==> src/rtl/assert_macros.svh <==
// Assertion helpers used by the RTL top level.
`ifndef ASSERT_MACROS_SVH
`define ASSERT_MACROS_SVH

// a implies b in the same cycle
`define ASSERT_IMPLY(label, clk, rst, a, b) \
  label: assert property (@(posedge clk) disable iff (rst) (a) |-> (b)) \
    else $error("assertion failed");

// a implies b in the next cycle
`define ASSERT_NEXT(label, clk, rst, a, b) \
  label: assert property (@(posedge clk) disable iff (rst) (a) |=> (b)) \
    else $error("assertion failed");

`endif

==> src/rtl/tlrc_pkg.sv <==
package tlrc_pkg;

  localparam int CW    = 20;  // CORDIC datapath width
  localparam int SW    = 34;  // square root datapath width
  localparam int STEPS = 17;

  localparam logic [16:0] CORDIC_K  = 17'd39797;
  localparam logic [16:0] ONE_Q     = 17'd65536;
  localparam logic [18:0] PI_Q      = 19'd205887;
  localparam logic [18:0] TWO_PI_Q  = 19'd411775;
  localparam logic [18:0] HALF_PI_Q = 19'd102944;

  localparam logic [16:0] ATAN_Q [STEPS] = '{
    17'd51472, 17'd30386, 17'd16055, 17'd8150, 17'd4091, 17'd2047, 17'd1024,
    17'd512, 17'd256, 17'd128, 17'd64, 17'd32, 17'd16, 17'd8, 17'd4, 17'd2, 17'd1
  };

  localparam logic [1:0] REG_ENABLE   = 2'd0;
  localparam logic [1:0] REG_MAX_TILT = 2'd1;
  localparam logic [1:0] REG_GAIN     = 2'd2;

  typedef struct packed {
    logic signed [CW-1:0] x;
    logic signed [CW-1:0] y;
    logic signed [CW-1:0] z;
  } cord_t;

  typedef struct packed {
    logic [SW-1:0] n;
    logic [SW-1:0] r;
  } sqrt_t;

endpackage

==> src/rtl/tlrc_cordic_cell.sv <==
module tlrc_cordic_cell #(
  parameter int IDX  = 0,
  parameter bit VECT = 1'b0
) (
  input  logic             clk,
  input  logic             en,
  input  tlrc_pkg::cord_t  c_in,
  output tlrc_pkg::cord_t  c_out
);

  localparam logic signed [tlrc_pkg::CW-1:0] AT =
    $signed(tlrc_pkg::CW'(tlrc_pkg::ATAN_Q[IDX]));

  logic signed [tlrc_pkg::CW-1:0] dx;
  logic signed [tlrc_pkg::CW-1:0] dy;
  logic                           pos;

  assign dx  = c_in.y >>> IDX;
  assign dy  = c_in.x >>> IDX;
  // rotation steers on z, vectoring drives y to zero
  assign pos = VECT ? c_in.y[tlrc_pkg::CW-1] : !c_in.z[tlrc_pkg::CW-1];

  always_ff @(posedge clk) begin
    if (en) begin
      if (pos) begin
        c_out.x <= c_in.x - dx;
        c_out.y <= c_in.y + dy;
        c_out.z <= c_in.z - AT;
      end else begin
        c_out.x <= c_in.x + dx;
        c_out.y <= c_in.y - dy;
        c_out.z <= c_in.z + AT;
      end
    end
  end

endmodule

==> config.mk <==
export PLATFORM = sky130hd
export DESIGN_NAME = tlrc_cordic_cell
export DESIGN_NICKNAME = d
export VERILOG_FILES = /design/src/rtl/assert_macros.svh /design/src/rtl/tlrc_pkg.sv /design/src/rtl/tlrc_cordic_cell.sv
export SDC_FILE = /design/constraint.sdc
export NUM_CORES = 1
export LEC_CHECK = 0
export BUFFER_PORTS_ARGS = -buffer_cell sky130_fd_sc_hd__buf_2
export CORE_MARGIN = 1
export CORE_UTILIZATION = 51
export DETAILED_ROUTE_END_ITERATION = 16
export GPL_TIMING_DRIVEN = 0
export HOLD_SLACK_MARGIN = 0.1
export PLACE_DENSITY = 0.79
export RECOVER_POWER = 100
export SLEW_MARGIN = 15
export SYNTH_ARGS = -nofsm -noshare
export SYNTH_HDL_FRONTEND = slang
export SYNTH_SLANG_ARGS = --single-unit
export TNS_END_PERCENT = 100
==> constraint.sdc <==
create_clock -name clk -period 3.2 [get_ports clk]
set_input_delay 0.48 -clock clk [delete_from_list [all_inputs] [get_ports clk]]
set_output_delay 0.48 -clock clk [all_outputs]
set_load 0.05 [all_outputs]
==> results.txt <==
----------------------------------------------------
[Yosys]
  Summed instance area of the synthesized netlist ... between 0.005 and 0.006 sq mm
  Synthesized area divided by synthesized cell count ... 9.25 sq um
  Async SR Flop Fraction ... 0
  Gate count of the mapped netlist ... 600
  Syn Nets ... roughly 740
  Sequential area share after synthesis ... 0.319
  Flip-flop and latch count after synthesis ... 59
  Number of enable-type register cells in the synthesized netlist ... 59
  Primary flip-flop cell chosen by synthesis mapping ... edfxtp_1
  Distinct cell type count of the synthesized netlist ... between 60 and 70
  Yosys Warn Count ... 0

[Layout]
  Register with the most flip-flops ... c_out
  Total area of sequential cells ... 0.00177 sq mm
  Final Cell Area ... around 0.0064 sq mm
  P&R area growth vs syn ... 14.6%
  Largest registers ... c_out: 59 flops
  Final core utilization ... 0.611
  Nets ... 869
  Multi-input combinational cell area ... 0.00341 sq mm
  Most common cell after layout, fill and taps aside ... clkbuf_1
  Count of placed standard cells in the final layout, fillers left out ... 872
  Largest register FFs ... 59
  Commonest cells after routing, fill and taps aside ... clkbuf_1 (72), ha_1 (71), buf_2 (65)
  Share of post-route cells with drive strength above 1 ... 0.128
  Count of fill cells added during filler insertion ... 971
  Number of inserted diodes ... 0

[Clocking]
  Clk sinks ... 59
  Clock root buffer master ... clkbuf_8
  Worst-path clk slew ... 0.06 ns
  Buffers inserted by post-CTS timing repair ... 0
  Count of hold buffers inserted by post-cts repair ... 0
  TritonCTS clock tree ... done
  CTS HTree Levels ... 3
  Longest Clk Path Bufs ... 2
  Clock buffers created by TritonCTS ... 9

[Global route]
  First-pass GRT wire length ... 22600 um
  Global routing usage summed across all routing layers ... 0.254
  Vias in the first global route ... 4737
  Initial antenna violation count ... 0
  Largest net degree at the start of global routing ... 60
  Remaining global-route overflow ... 0

[Worst setup path]
  Worst setup SP type ... input port
  Critical path, cell by cell ... clkbuf_1 > ha_1 > fa_1 > nor2b_1 > o311ai_2 > a31oi_1 > a21boi_1 > o21ai_0 > a32oi_1 > xnor2_1
  Required time of the critical path ... roughly 3.3 ns
  Critical path arrival ... 3.04 ns
  CP endpoint kind ... flop
  Largest stage delay on the critical path ... 0.44 ns
  Worst-path fanout max ... 4
  Worst path slowest cell ... fa_1
  Setup CP Type ... in2reg

[Drt]
  Number of design-rule violations left by the first detailed-router iteration ... 557
  Pre-Repair DR Iteration Count ... 7
  Post-route DRC ... 0
  Routed via count ... 5061
  Number of vias per cell ... slightly below 6
  Wire length after detailed routing ... 14300 um
  Detailed-route wire length per cell ... between 15 and 20 um
  Count of nets left with antenna violations after detail routing ... 0

[Place]
  Post-place instance area ... 0.00633 sq mm
  Count of input and output buffers ... 121
  Cell Count Post-Placement ... 857
  DP HPWL ... 11400 um
  RePlAce Congestion ... 0.932
  Worst slack at placement ... -0.863 ns

[Timing]
  Share of the clock period used by the worst path ... 0.928
  Unrepaired setup endpoints after global routing ... false
  Rel. slew slack ... 0.0562
  Worst Max-Slew Pin Slew ... 1.42 ns
  Final setup viols ... 0
  Number of hold violations in the final report ... 0
  Worst Setup Slack, final ... 0.232 ns
  Fin. max-slew vios ... 0
  Fmax ... 0.337 GHz
  Minimum period implied by the final worst setup slack ... 2.97 ns

[Floorplanning]
  Chip Height ... 106 um
  Floorplan die width ... 106 um
  I/O pin cnt ... between 100 and 150
  Overall die area ... roughly 0.011 sq mm
  Std cell rows ... 37
  Initial Util ... 0.533
  Core region area ... 0.0104 sq mm

[Power and ir drop]
  Leakage power figure ... 2.74 nW
  Power density over the cells ... ~460 mW/mm^2
  Peak ir drop on the vdd network ... 0.301 mV
  Total power after layout ... 0.00295 W

[Run status]
  Status ... complete, no violations

[Hold path]
  Type of the most critical hold path ... in2reg

[Job]
  Max-cap violations ... 0

----------------------------------------------------
[synthesized netlist by cell type, types with 7 or more instances]
cell type  instances  area share
o21ai_0           44       0.040
mux2i_1            7       0.013
clkbuf_1           7      0.0047
inv_1             55       0.037
buf_2              8      0.0072
edfxtp_1          59        0.32
nor3_1             9      0.0081
nand2_1           35       0.024
nor2b_1           16       0.018
a211oi_1          11       0.015
a21oi_1           54       0.049
nor2_1            41       0.028
ha_1              71        0.16
xnor2_1           43       0.068
nand3_1            7      0.0063
a21o_1            16       0.022
o211ai_1           7      0.0095
[cells by family (layout without fill, tap and decap cells)]
| logic type | count (synthesis) | in the layout | share of synthesized area |
|---|---|---|---|
| multiplexers | 7 | 7 | 0.0126 |
| AO/OA/AOI/OAI | 186 | 186 | 0.229 |
| adder cells (fa/ha/maj) | 75 | 75 | 0.174 |
| buffers and inverters | 80 | 216 | 0.0593 |
| flip-flops | 59 | 59 | 0.319 |
| AND/OR/NAND/NOR | 144 | 144 | 0.128 |
| XOR/XNOR | 49 | 49 | 0.0773 |
[critical path, delay by kind of cell]
kind | cells | cell delay, ns
AOI/OAI and AO/OA | 5 | 1.48
xor gates and xnor gates | 1 | 0.11
adders and majority gates | 2 | 0.68
buffers and inverters | 1 | 0.10
and+or+nand+nor | 1 | 0.19
[layer usage]
layer / GRT usage / wire (um)
met5: 0 / 0
met4: 0.0883 / 282
met3: 0.0368 / 993
met2: 0.424 / 6680
met1: 0.333 / 6300
[worst paths after layout]
kind	from	cells past startpoint	endpoint
max	c_in[20]	10	c_out[36]
min	c_in[0]	1	c_out[0]
[power by group]
| group | total (W) | internal [W] | switching [W] |
|---|---|---|---|
| Sequential | 0.00105 | 0.00102 | 0.0000318 |
| Combinational | 0.00136 | 0.000380 | 0.000978 |
| Clock | 0.000537 | 0.000265 | 0.000272 |
| Total | 0.00295 | 0.00167 | 0.00128 |
[layout make-up]
type / count / share of cell area
Inverter: 57 / 0.0340
Buffer: 23 / 0.0187
Tap cell: 136 / 0.0268
Multi-Input combinational cell: 461 / 0.536
Timing Repair Buffer: 121 / 0.0828
Clock inverter: 5 / 0.00334
Clock buffer: 10 / 0.0201
Sequential cell: 59 / 0.279
[timing repair]
action	CTS	global route
gates resized for setup	3	2
endpoints found under the setup margin	7	2
endpoints found under the hold margin	0	0
pin swaps	0	0
[through the flow]
step	hold slack, ns	setup TNS, ns
detailed placement	0.658	-5.63
CTS	0.298	0
floorplan	0.579	0
global placement	0.657	-5.21
global route	0.298	0
finish	0.321	0
Power figures use the tool's default switching activity.
