--- config.mk ---
export PLATFORM = sky130hd
export DESIGN_NAME = tlrc_sqrt_cell
export DESIGN_NICKNAME = d
export VERILOG_FILES = /design/src/rtl/assert_macros.svh /design/src/rtl/tlrc_pkg.sv /design/src/rtl/tlrc_sqrt_cell.sv
export SDC_FILE = /design/constraint.sdc
export NUM_CORES = 1
export LEC_CHECK = 0
export BUFFER_PORTS_ARGS = -buffer_cell sky130_fd_sc_hd__buf_2
export CAP_MARGIN = 10
export CELL_PAD_IN_SITES_DETAIL_PLACEMENT = 1
export CELL_PAD_IN_SITES_GLOBAL_PLACEMENT = 1
export CORE_MARGIN = 2
export CORE_UTILIZATION = 45
export CTS_BUF_LIST = sky130_fd_sc_hd__clkbuf_8
export DETAILED_ROUTE_END_ITERATION = 12
export PLACE_DENSITY = 0.92
export SKIP_CTS_REPAIR_TIMING = 1
export SLEW_MARGIN = 40
export SYNTH_ARGS = -nofsm -noshare
export SYNTH_HDL_FRONTEND = slang
export SYNTH_SLANG_ARGS = --single-unit
export TNS_END_PERCENT = 10
--- constraint.sdc ---
create_clock -name clk -period 5.36 [get_ports clk]
set_input_delay 0.536 -clock clk [delete_from_list [all_inputs] [get_ports clk]]
set_output_delay 0.536 -clock clk [all_outputs]
set_load 0.005 [all_outputs]
--- src/rtl/assert_macros.svh ---
// Assertion helpers used by the RTL top level.
`ifndef ASSERT_MACROS_SVH
`define ASSERT_MACROS_SVH

// a implies b in the same cycle
`define ASSERT_IMPLY(label, clk, rst, a, b) \
  label: assert property (@(posedge clk) disable iff (rst) (a) |-> (b)) \
    else $error("assertion failed");

// a implies b in the next cycle
`define ASSERT_NEXT(label, clk, rst, a, b) \
  label: assert property (@(posedge clk) disable iff (rst) (a) |=> (b)) \
    else $error("assertion failed");

`endif

--- src/rtl/tlrc_pkg.sv ---
package tlrc_pkg;

  localparam int CW    = 20;  // CORDIC datapath width
  localparam int SW    = 34;  // square root datapath width
  localparam int STEPS = 17;

  localparam logic [16:0] CORDIC_K  = 17'd39797;
  localparam logic [16:0] ONE_Q     = 17'd65536;
  localparam logic [18:0] PI_Q      = 19'd205887;
  localparam logic [18:0] TWO_PI_Q  = 19'd411775;
  localparam logic [18:0] HALF_PI_Q = 19'd102944;

  localparam logic [16:0] ATAN_Q [STEPS] = '{
    17'd51472, 17'd30386, 17'd16055, 17'd8150, 17'd4091, 17'd2047, 17'd1024,
    17'd512, 17'd256, 17'd128, 17'd64, 17'd32, 17'd16, 17'd8, 17'd4, 17'd2, 17'd1
  };

  localparam logic [1:0] REG_ENABLE   = 2'd0;
  localparam logic [1:0] REG_MAX_TILT = 2'd1;
  localparam logic [1:0] REG_GAIN     = 2'd2;

  typedef struct packed {
    logic signed [CW-1:0] x;
    logic signed [CW-1:0] y;
    logic signed [CW-1:0] z;
  } cord_t;

  typedef struct packed {
    logic [SW-1:0] n;
    logic [SW-1:0] r;
  } sqrt_t;

endpackage

--- src/rtl/tlrc_sqrt_cell.sv ---
module tlrc_sqrt_cell #(
  parameter int IDX = 0
) (
  input  logic             clk,
  input  logic             en,
  input  tlrc_pkg::sqrt_t  s_in,
  output tlrc_pkg::sqrt_t  s_out
);

  localparam logic [tlrc_pkg::SW-1:0] BIT = tlrc_pkg::SW'(1) << (32 - 2 * IDX);

  logic [tlrc_pkg::SW-1:0] trial;

  assign trial = s_in.r + BIT;

  always_ff @(posedge clk) begin
    if (en) begin
      if (s_in.n >= trial) begin
        s_out.n <= s_in.n - trial;
        s_out.r <= (s_in.r >> 1) + BIT;
      end else begin
        s_out.n <= s_in.n;
        s_out.r <= s_in.r >> 1;
      end
    end
  end

endmodule

==> results.md, run 1 <==
- P per Cell Area: 276 nW/µm²
- Biggest regs: s_out x68
- HPWL Detailed: 9480 µm
- Stage delay of the slowest cell on the critical path: 0.70 ns
- Final setup viols: 0
- Area enclosed by the die boundary: 11,000 µm²
- Setup crit start: s_in[23]
- Worst setup path end: s_out[60]$_DFFE_PP_
- Hold/Removal Path Class: in -> reg
- Sequential area share after synthesis: 44.6%
- Required time of the worst setup path: 5.46 ns
- Number of DRC violations after detailed routing: 0
- Arrival time of the worst setup path: 3.68 ns
- Initial Utilization: 46.6%
- Cell area after synthesis: 4580 µm²
- Average via count per standard cell: 5.48
- Leakage: 2.53 nW
- Wire length per cell after detailed routing: 17.7 µm
- Final hold vios: 0
- Synth Instances: 408
- Register area: approximately 2000 µm²
- Final weighted congestion of routability-driven global placement: roughly 0.86
- Clock buffer count from CTS: 9
- First-pass iteration count of the detailed router: 4
- Slowest CP cell: sky130_fd_sc_hd__o211ai_4
- Synthesized area per cell: 11.2 µm²
- Number of fill cells: 1,140
- Global-route wire length before repair: 20,000 µm
- Clock tree from TritonCTS: yes
- Area of the multi-input gates: 2330 µm²
- Reg clk slew, reported paths: 0.07 ns
- Maximum number of pins on one net before global-route repair: 69
- Starting DRC count in detailed routing: approximately 150
- Count of port buffers added during placement: 137
- Clock root buffer: sky130_fd_sc_hd__clkbuf_8
- Worst-case clock buffer depth: 2
- Pins over their slew limit: 0
- Core area: 9820 µm²
- Placement Rows: 36
- Worst slew pin tran: a little over 0.8 ns
- Ratio of final minimum period to clock period: 66.8%
- Top achievable clock speed: 279 MHz
- Worst-path maximum fanout: 19
- Number of flip-flops in the largest register: 68
- Final wirelength: 12,000 µm
- Result of the run: finished, final reports clean
- Number of antenna violations at the first check in global routing: 0
- Peak supply drop: about 0.00012 V
- Max cap viols: 0
- Total routing resource utilization after global routing: between 20% and 30%
- Number of storage elements in the synthesis netlist: 68
- Class of the most critical setup path: in -> reg
- Total via count after detailed routing: between 3,000 and 4,000
- Via count of the first global-routing pass: 4,082
- Final-layout setup total negative slack: 0 ns
- Height of the die: ~100 µm
- Largest register by flop count: s_out
- Total number of H-tree levels: 3
- Setup repair after global routing missed its margin: false
- Post-route minimum period: 3.58 ns
- Signed area change from the synthesized netlist to the final layout: 20.9%
- Relative max-transition margin: 44.9%
- Total congestion overflow after global routing: 0
- Chip Width: 105 µm
- Layout cells sized above 1: 34.6%
- Worst Min Path Start: s_in[4]
- Final net count: 651
- Ant. Diodes: 0
- Number of antenna-violating nets in the routed design: 0
- Synthesized net count: roughly 510
- Kind of start point of the critical path: input pin
- Worst setup EP type: register
- Synthesis warning total: 0
- Distinct cell type count of the synthesized netlist: 50
- TritonCTS Sinks: 68
- Total I/O pin count: roughly 140
- Post-layout utilization of the core: 56.4%
- Cell chain of the critical path: buf_2 -> inv_1 -> ha_1 -> a21o_1 -> a21oi_1 -> o21bai_1 -> a211oi_1 -> o21ai_0 -> a21boi_1 -> o211ai_4 -> buf_4 -> mux2_4
## metal layers
layer	global-route usage, %	vias to the layer above	wire, µm
li1	-	1788	-
met1	28.0	1818	5240
met2	39.3	116	6080
met3	4.93	12	589
met4	6.10	0	138
met5	0	-	0
## worst min-delay path by stage
stage,slack [ns],end,cells past startpoint
final,0.37,s_out[3]$_DFFE_PP_,1
after CTS,0.36,s_out[3]$_DFFE_PP_,1
after floorplan,0.63,s_out[0]$_DFFE_PP_,0
after global routing,0.36,s_out[29]$_DFFE_PP_,1
after global placement,0.73,s_out[25]$_DFFE_PP_,1
after detailed placement,0.73,s_out[29]$_DFFE_PP_,1
## stage by stage
step           hold slack [ns]  area [µm²]  worst slack (ns)  std cells  power (mW)
4_1_cts                  0.357        5520              1.80        682        1.54
6_report                 0.371        5530              1.78        682        1.53
3_3_place_gp             0.727        5380              1.57        668        1.16
3_5_place_dp             0.731        5380              1.43        668        1.19
2_1_floorplan            0.635        4580              2.21        408        1.02
5_1_grt                  0.360        5530              1.56        682        1.61
## worst max-delay path, delay by kind of cell
family / cells / cell delay [ns]
compound gates: 7 / 1.84
fa+ha+maj: 1 / 0.37
buf+inv: 3 / 0.59
mux: 1 / 0.34
## layout by cell type, fill, tap and decap left out, drive strengths merged, types with 2 or more instances in the layout
cell    count
o21a        4
mux2       32
clkbuf      9
a221oi      3
nor2       18
inv        38
edfxtp     68
clkinv      5
a21boi      2
mux2i       2
nand2      25
nand3       8
o211ai      5
a21oi      30
nand4       8
nor3        8
ha         34
o21bai      4
and3        3
buf       139
nor2b       3
nor4        3
xnor2      21
o21ai      19
or3         3
and2        6
a211oi      7
a31oi       4
xor2       10
a21o       15
## kinds of logic (layout without fill, tap and decap cells)
family,after synthesis,in the layout,share of synthesized area [%]
buf+inv,50,191,4.59
fa+ha+maj,35,35,9.73
xor+xnor,31,31,5.93
compound gates,101,101,15.1
flops,68,68,44.6
mux,34,34,10.4
simple gates,89,89,9.62
## layout make-up
cell class | instances | share of cell area, %
tap | 133 | 3.01
timing repair buffer | 139 | 12.7
multi-input combinational | 290 | 42.2
clock buffer | 9 | 2.24
sequential | 68 | 36.9
clock inverter | 5 | 0.384
inverter | 38 | 2.58
## synthesized netlist by cell type, drive strengths merged
cell	number	area share (%)
edfxtp	68	45
ha	34	9.3
o21a	4	0.66
xnor2	21	4.0
a21oi	30	3.3
nor3	8	0.87
a2111oi	1	0.19
a221oi	3	0.96
inv	38	3.1
nand3b	1	0.16
nand2b	1	0.14
a21o	15	2.5
and3	3	0.41
a31oi	4	0.55
nor2	18	1.5
o21bai	4	0.66
o211ai	5	1.1
a41oi	1	0.19
a22oi	1	0.16
xor2	10	1.9
buf	3	0.74
o22ai	1	0.14
and4	1	0.19
o31ai	1	0.16
mux2i	2	0.44
nor4	3	0.41
and2	6	0.82
nand2	25	2.0
a311oi	1	0.19
mux2	32	10
or3	3	0.52
a31o	1	0.19
nand4	8	1.1
nand3	8	0.87
and3b	1	0.19
o41ai	1	0.19
o21ai	19	2.4
fa	1	0.44
a211oi	7	1.3
a21boi	2	0.33
clkbuf	9	0.74
nor2b	3	0.41
## report_power, final
| part | switching [mW] | internal [mW] | total (mW) |
|---|---|---|---|
| Clock | 0.191 | 0.156 | 0.347 |
| Combinational | 0.258 | 0.241 | 0.499 |
| Sequential | 0.0162 | 0.665 | 0.682 |
(Power assumes the default switching activity.)
==> run 2, diff against run 1 <==
- CORE_UTILIZATION: 45 -> 37
- PLACE_DENSITY: 0.92 -> 0.81
- clock period: 5.36 -> 3.15 ns (I/O delays scaled with it)
==> run 2 against run 1 <==
Net effect:
- highest routed layer unchanged
- final cell count grew 6.9%
- critical path depth increased by 2
- die area rose by 21%
- non-clock buffer count is 10 higher
- power grew 84%
- largest cell class unchanged
- sequential share of layout area fell by 1.3 points
==> results.md, run 2 (same netlist as run 1, synthesis figures left out) <==
- Final weighted congestion of routability-driven global placement: 0.853
- Relative max-transition margin: 49.5%
- Final setup viols: 0
- Biggest regs: s_out x68
- Post-layout utilization of the core: a little under half
- Ratio of final minimum period to clock period: 89.2%
- Stage delay of the slowest cell on the critical path: around 0.4 ns
- Arrival time of the worst setup path: 2.92 ns
- Pins over their slew limit: 0
- Clock root buffer: sky130_fd_sc_hd__clkbuf_8
- Signed area change from the synthesized netlist to the final layout: 25.2%
- HPWL Detailed: a little under 10,000 µm
- Slowest CP cell: sky130_fd_sc_hd__fa_1
- Layout cells sized above 1: 36.0%
- Global-route wire length before repair: 19,500 µm
- Chip Width: 115 µm
- Total number of H-tree levels: 3
- Kind of start point of the critical path: input pin
- First-pass iteration count of the detailed router: 4
- Average via count per standard cell: around 5
- Final hold vios: 0
- Via count of the first global-routing pass: ~3,900
- Class of the most critical setup path: in -> reg
- Clock buffer count from CTS: 9
- Net switching fraction of the power: 29.0%
- Hold Path Depth: 1
- Worst-path maximum fanout: 29
- Wire length per cell after detailed routing: 17.1 µm
- Worst Path Buf+Inv: 4
- Starting DRC count in detailed routing: around 190
- Number of DRC violations after detailed routing: 0
- Design internal power: between 1.5 and 2 mW
- Total I/O pin count: 138
- Result of the run: finished, final reports clean
- Setup crit start: s_in[34]
- Final wirelength: around 12,000 µm
- Worst-case clock buffer depth: 2
- TritonCTS Sinks: 68
- Switching power summed over all nets: just over 0.8 mW
- Leakage: 2.62 nW
- Required time of the worst setup path: 3.26 ns
- Number of antenna-violating nets in the routed design: 0
- Non-Filler Cell Area, Final: between 5000 and 6000 µm²
- Final net count: 661
- Most frequent cell on the critical path: sky130_fd_sc_hd__inv_1
- Total congestion overflow after global routing: 0
- Core area: 12,100 µm²
- Number of flip-flops in the largest register: 68
- Cell chain of the critical path: buf_2 -> inv_1 -> ha_1 -> inv_1 -> fa_1 -> a211oi_2 -> o21ai_1 -> a211oi_1 -> or3_4 -> o21ai_4 -> o21ai_2 -> o211ai_4 -> buf_12 -> mux2_4
- Top achievable clock speed: about 360 MHz
- Total via count after detailed routing: 3,718
- Setup repair after global routing missed its margin: false
- Number of cells on the critical path: 14
- Ant. Diodes: 0
- Max cap viols: 0
- Placement Cell Area: 5520 µm²
- Peak supply drop: 0.000198 V
- Initial Utilization: 38.0%
- Hold/Removal Path Class: in -> reg
- Worst setup EP type: register
- Count of port buffers added during placement: 137
- Seq pwr share: 41.2%
- Worst setup path end: s_out[46]$_DFFE_PP_
- Total routing resource utilization after global routing: 19.0%
- P per Cell Area: between 400 and 500 nW/µm²
- Number of antenna violations at the first check in global routing: 0
- Worst slew pin tran: around 0.75 ns
- Largest register by flop count: s_out
- Maximum number of pins on one net before global-route repair: 39
- Area enclosed by the die boundary: 13,300 µm²
- Post-route minimum period: 2.81 ns
- Leading cell type in the layout, fill and taps excluded: sky130_fd_sc_hd__buf_2
- Clock tree from TritonCTS: yes
- Portion of total power attributed to combinational logic: 31.0%
- Crit path max-delay family: compound AO/OA/AOI/OAI gates
- Placement Rows: 40
- Most frequent cells in the layout: 136 x sky130_fd_sc_hd__buf_2, 68 x sky130_fd_sc_hd__edfxtp_1, 39 x sky130_fd_sc_hd__inv_1
- Clock group share of total power: 27.8%
- Reg clk slew, reported paths: 0.07 ns
- Height of the die: 115 µm
-- run 2: changes by cell type in the layout (fill, tap and decap cells not counted), sizes merged --
cell    before  now
buf        139  149
bufinv       0    2
clkinv       5    4
inv         38   39
-- run 2: worst min path at each step --
stage                  start                  end  slack [ns]
CTS                  s_in[3]   s_out[2]$_DFFE_PP_        0.12
detailed placement  s_in[16]  s_out[15]$_DFFE_PP_        0.51
floorplan            s_in[1]   s_out[0]$_DFFE_PP_        0.41
finish              s_in[25]  s_out[24]$_DFFE_PP_        0.14
global placement    s_in[26]  s_out[25]$_DFFE_PP_        0.51
global route         s_in[5]   s_out[4]$_DFFE_PP_        0.13
-- run 2: metrics by stage --
step	total power [mW]	hold slack, ns	std cells	TNS [ns]	setup WS [ns]
CTS	2.85	0.119	729	0	0.344
global route	2.97	0.129	729	0	0.136
floorplan	1.73	0.414	408	0	0.223
detailed placement	2.05	0.508	713	-0.303	-0.0310
global placement	2.01	0.508	712	0	0.0663
finish	2.82	0.144	729	0	0.339
-- run 2: area by class of cell --
| type | count | area [µm²] |
|---|---|---|
| fill | 1362 | 6330 |
| clock inverter | 7 | 82.6 |
| inverter | 38 | 143 |
| sequential | 68 | 2040 |
| tap | 168 | 210 |
| clock buffer | 9 | 124 |
| timing repair buffer | 149 | 803 |
| multi-input combinational | 290 | 2330 |
-- run 2: routing by layer --
| metal | global-route usage, % | vias to the layer above | share of wire [%] |
|---|---|---|---|
| met5 | 0 | - | 0 |
| met4 | 8.43 | 0 | 2.2 |
| met3 | 3.80 | 20 | 5.5 |
| met2 | 32.8 | 111 | 50 |
| met1 | 22.9 | 1784 | 43 |
| li1 | - | 1803 | - |
-- run 2: power groups by stage --
stage / Sequential (mW) / Clock, mW / Combinational (mW)
after global routing: 1.17 / 0.835 / 0.962
after floorplan: 1.19 / 0 / 0.537
after detailed placement: 1.18 / 0 / 0.874
final: 1.16 / 0.784 / 0.874
after CTS: 1.16 / 0.808 / 0.880
after global placement: 1.18 / 0 / 0.831
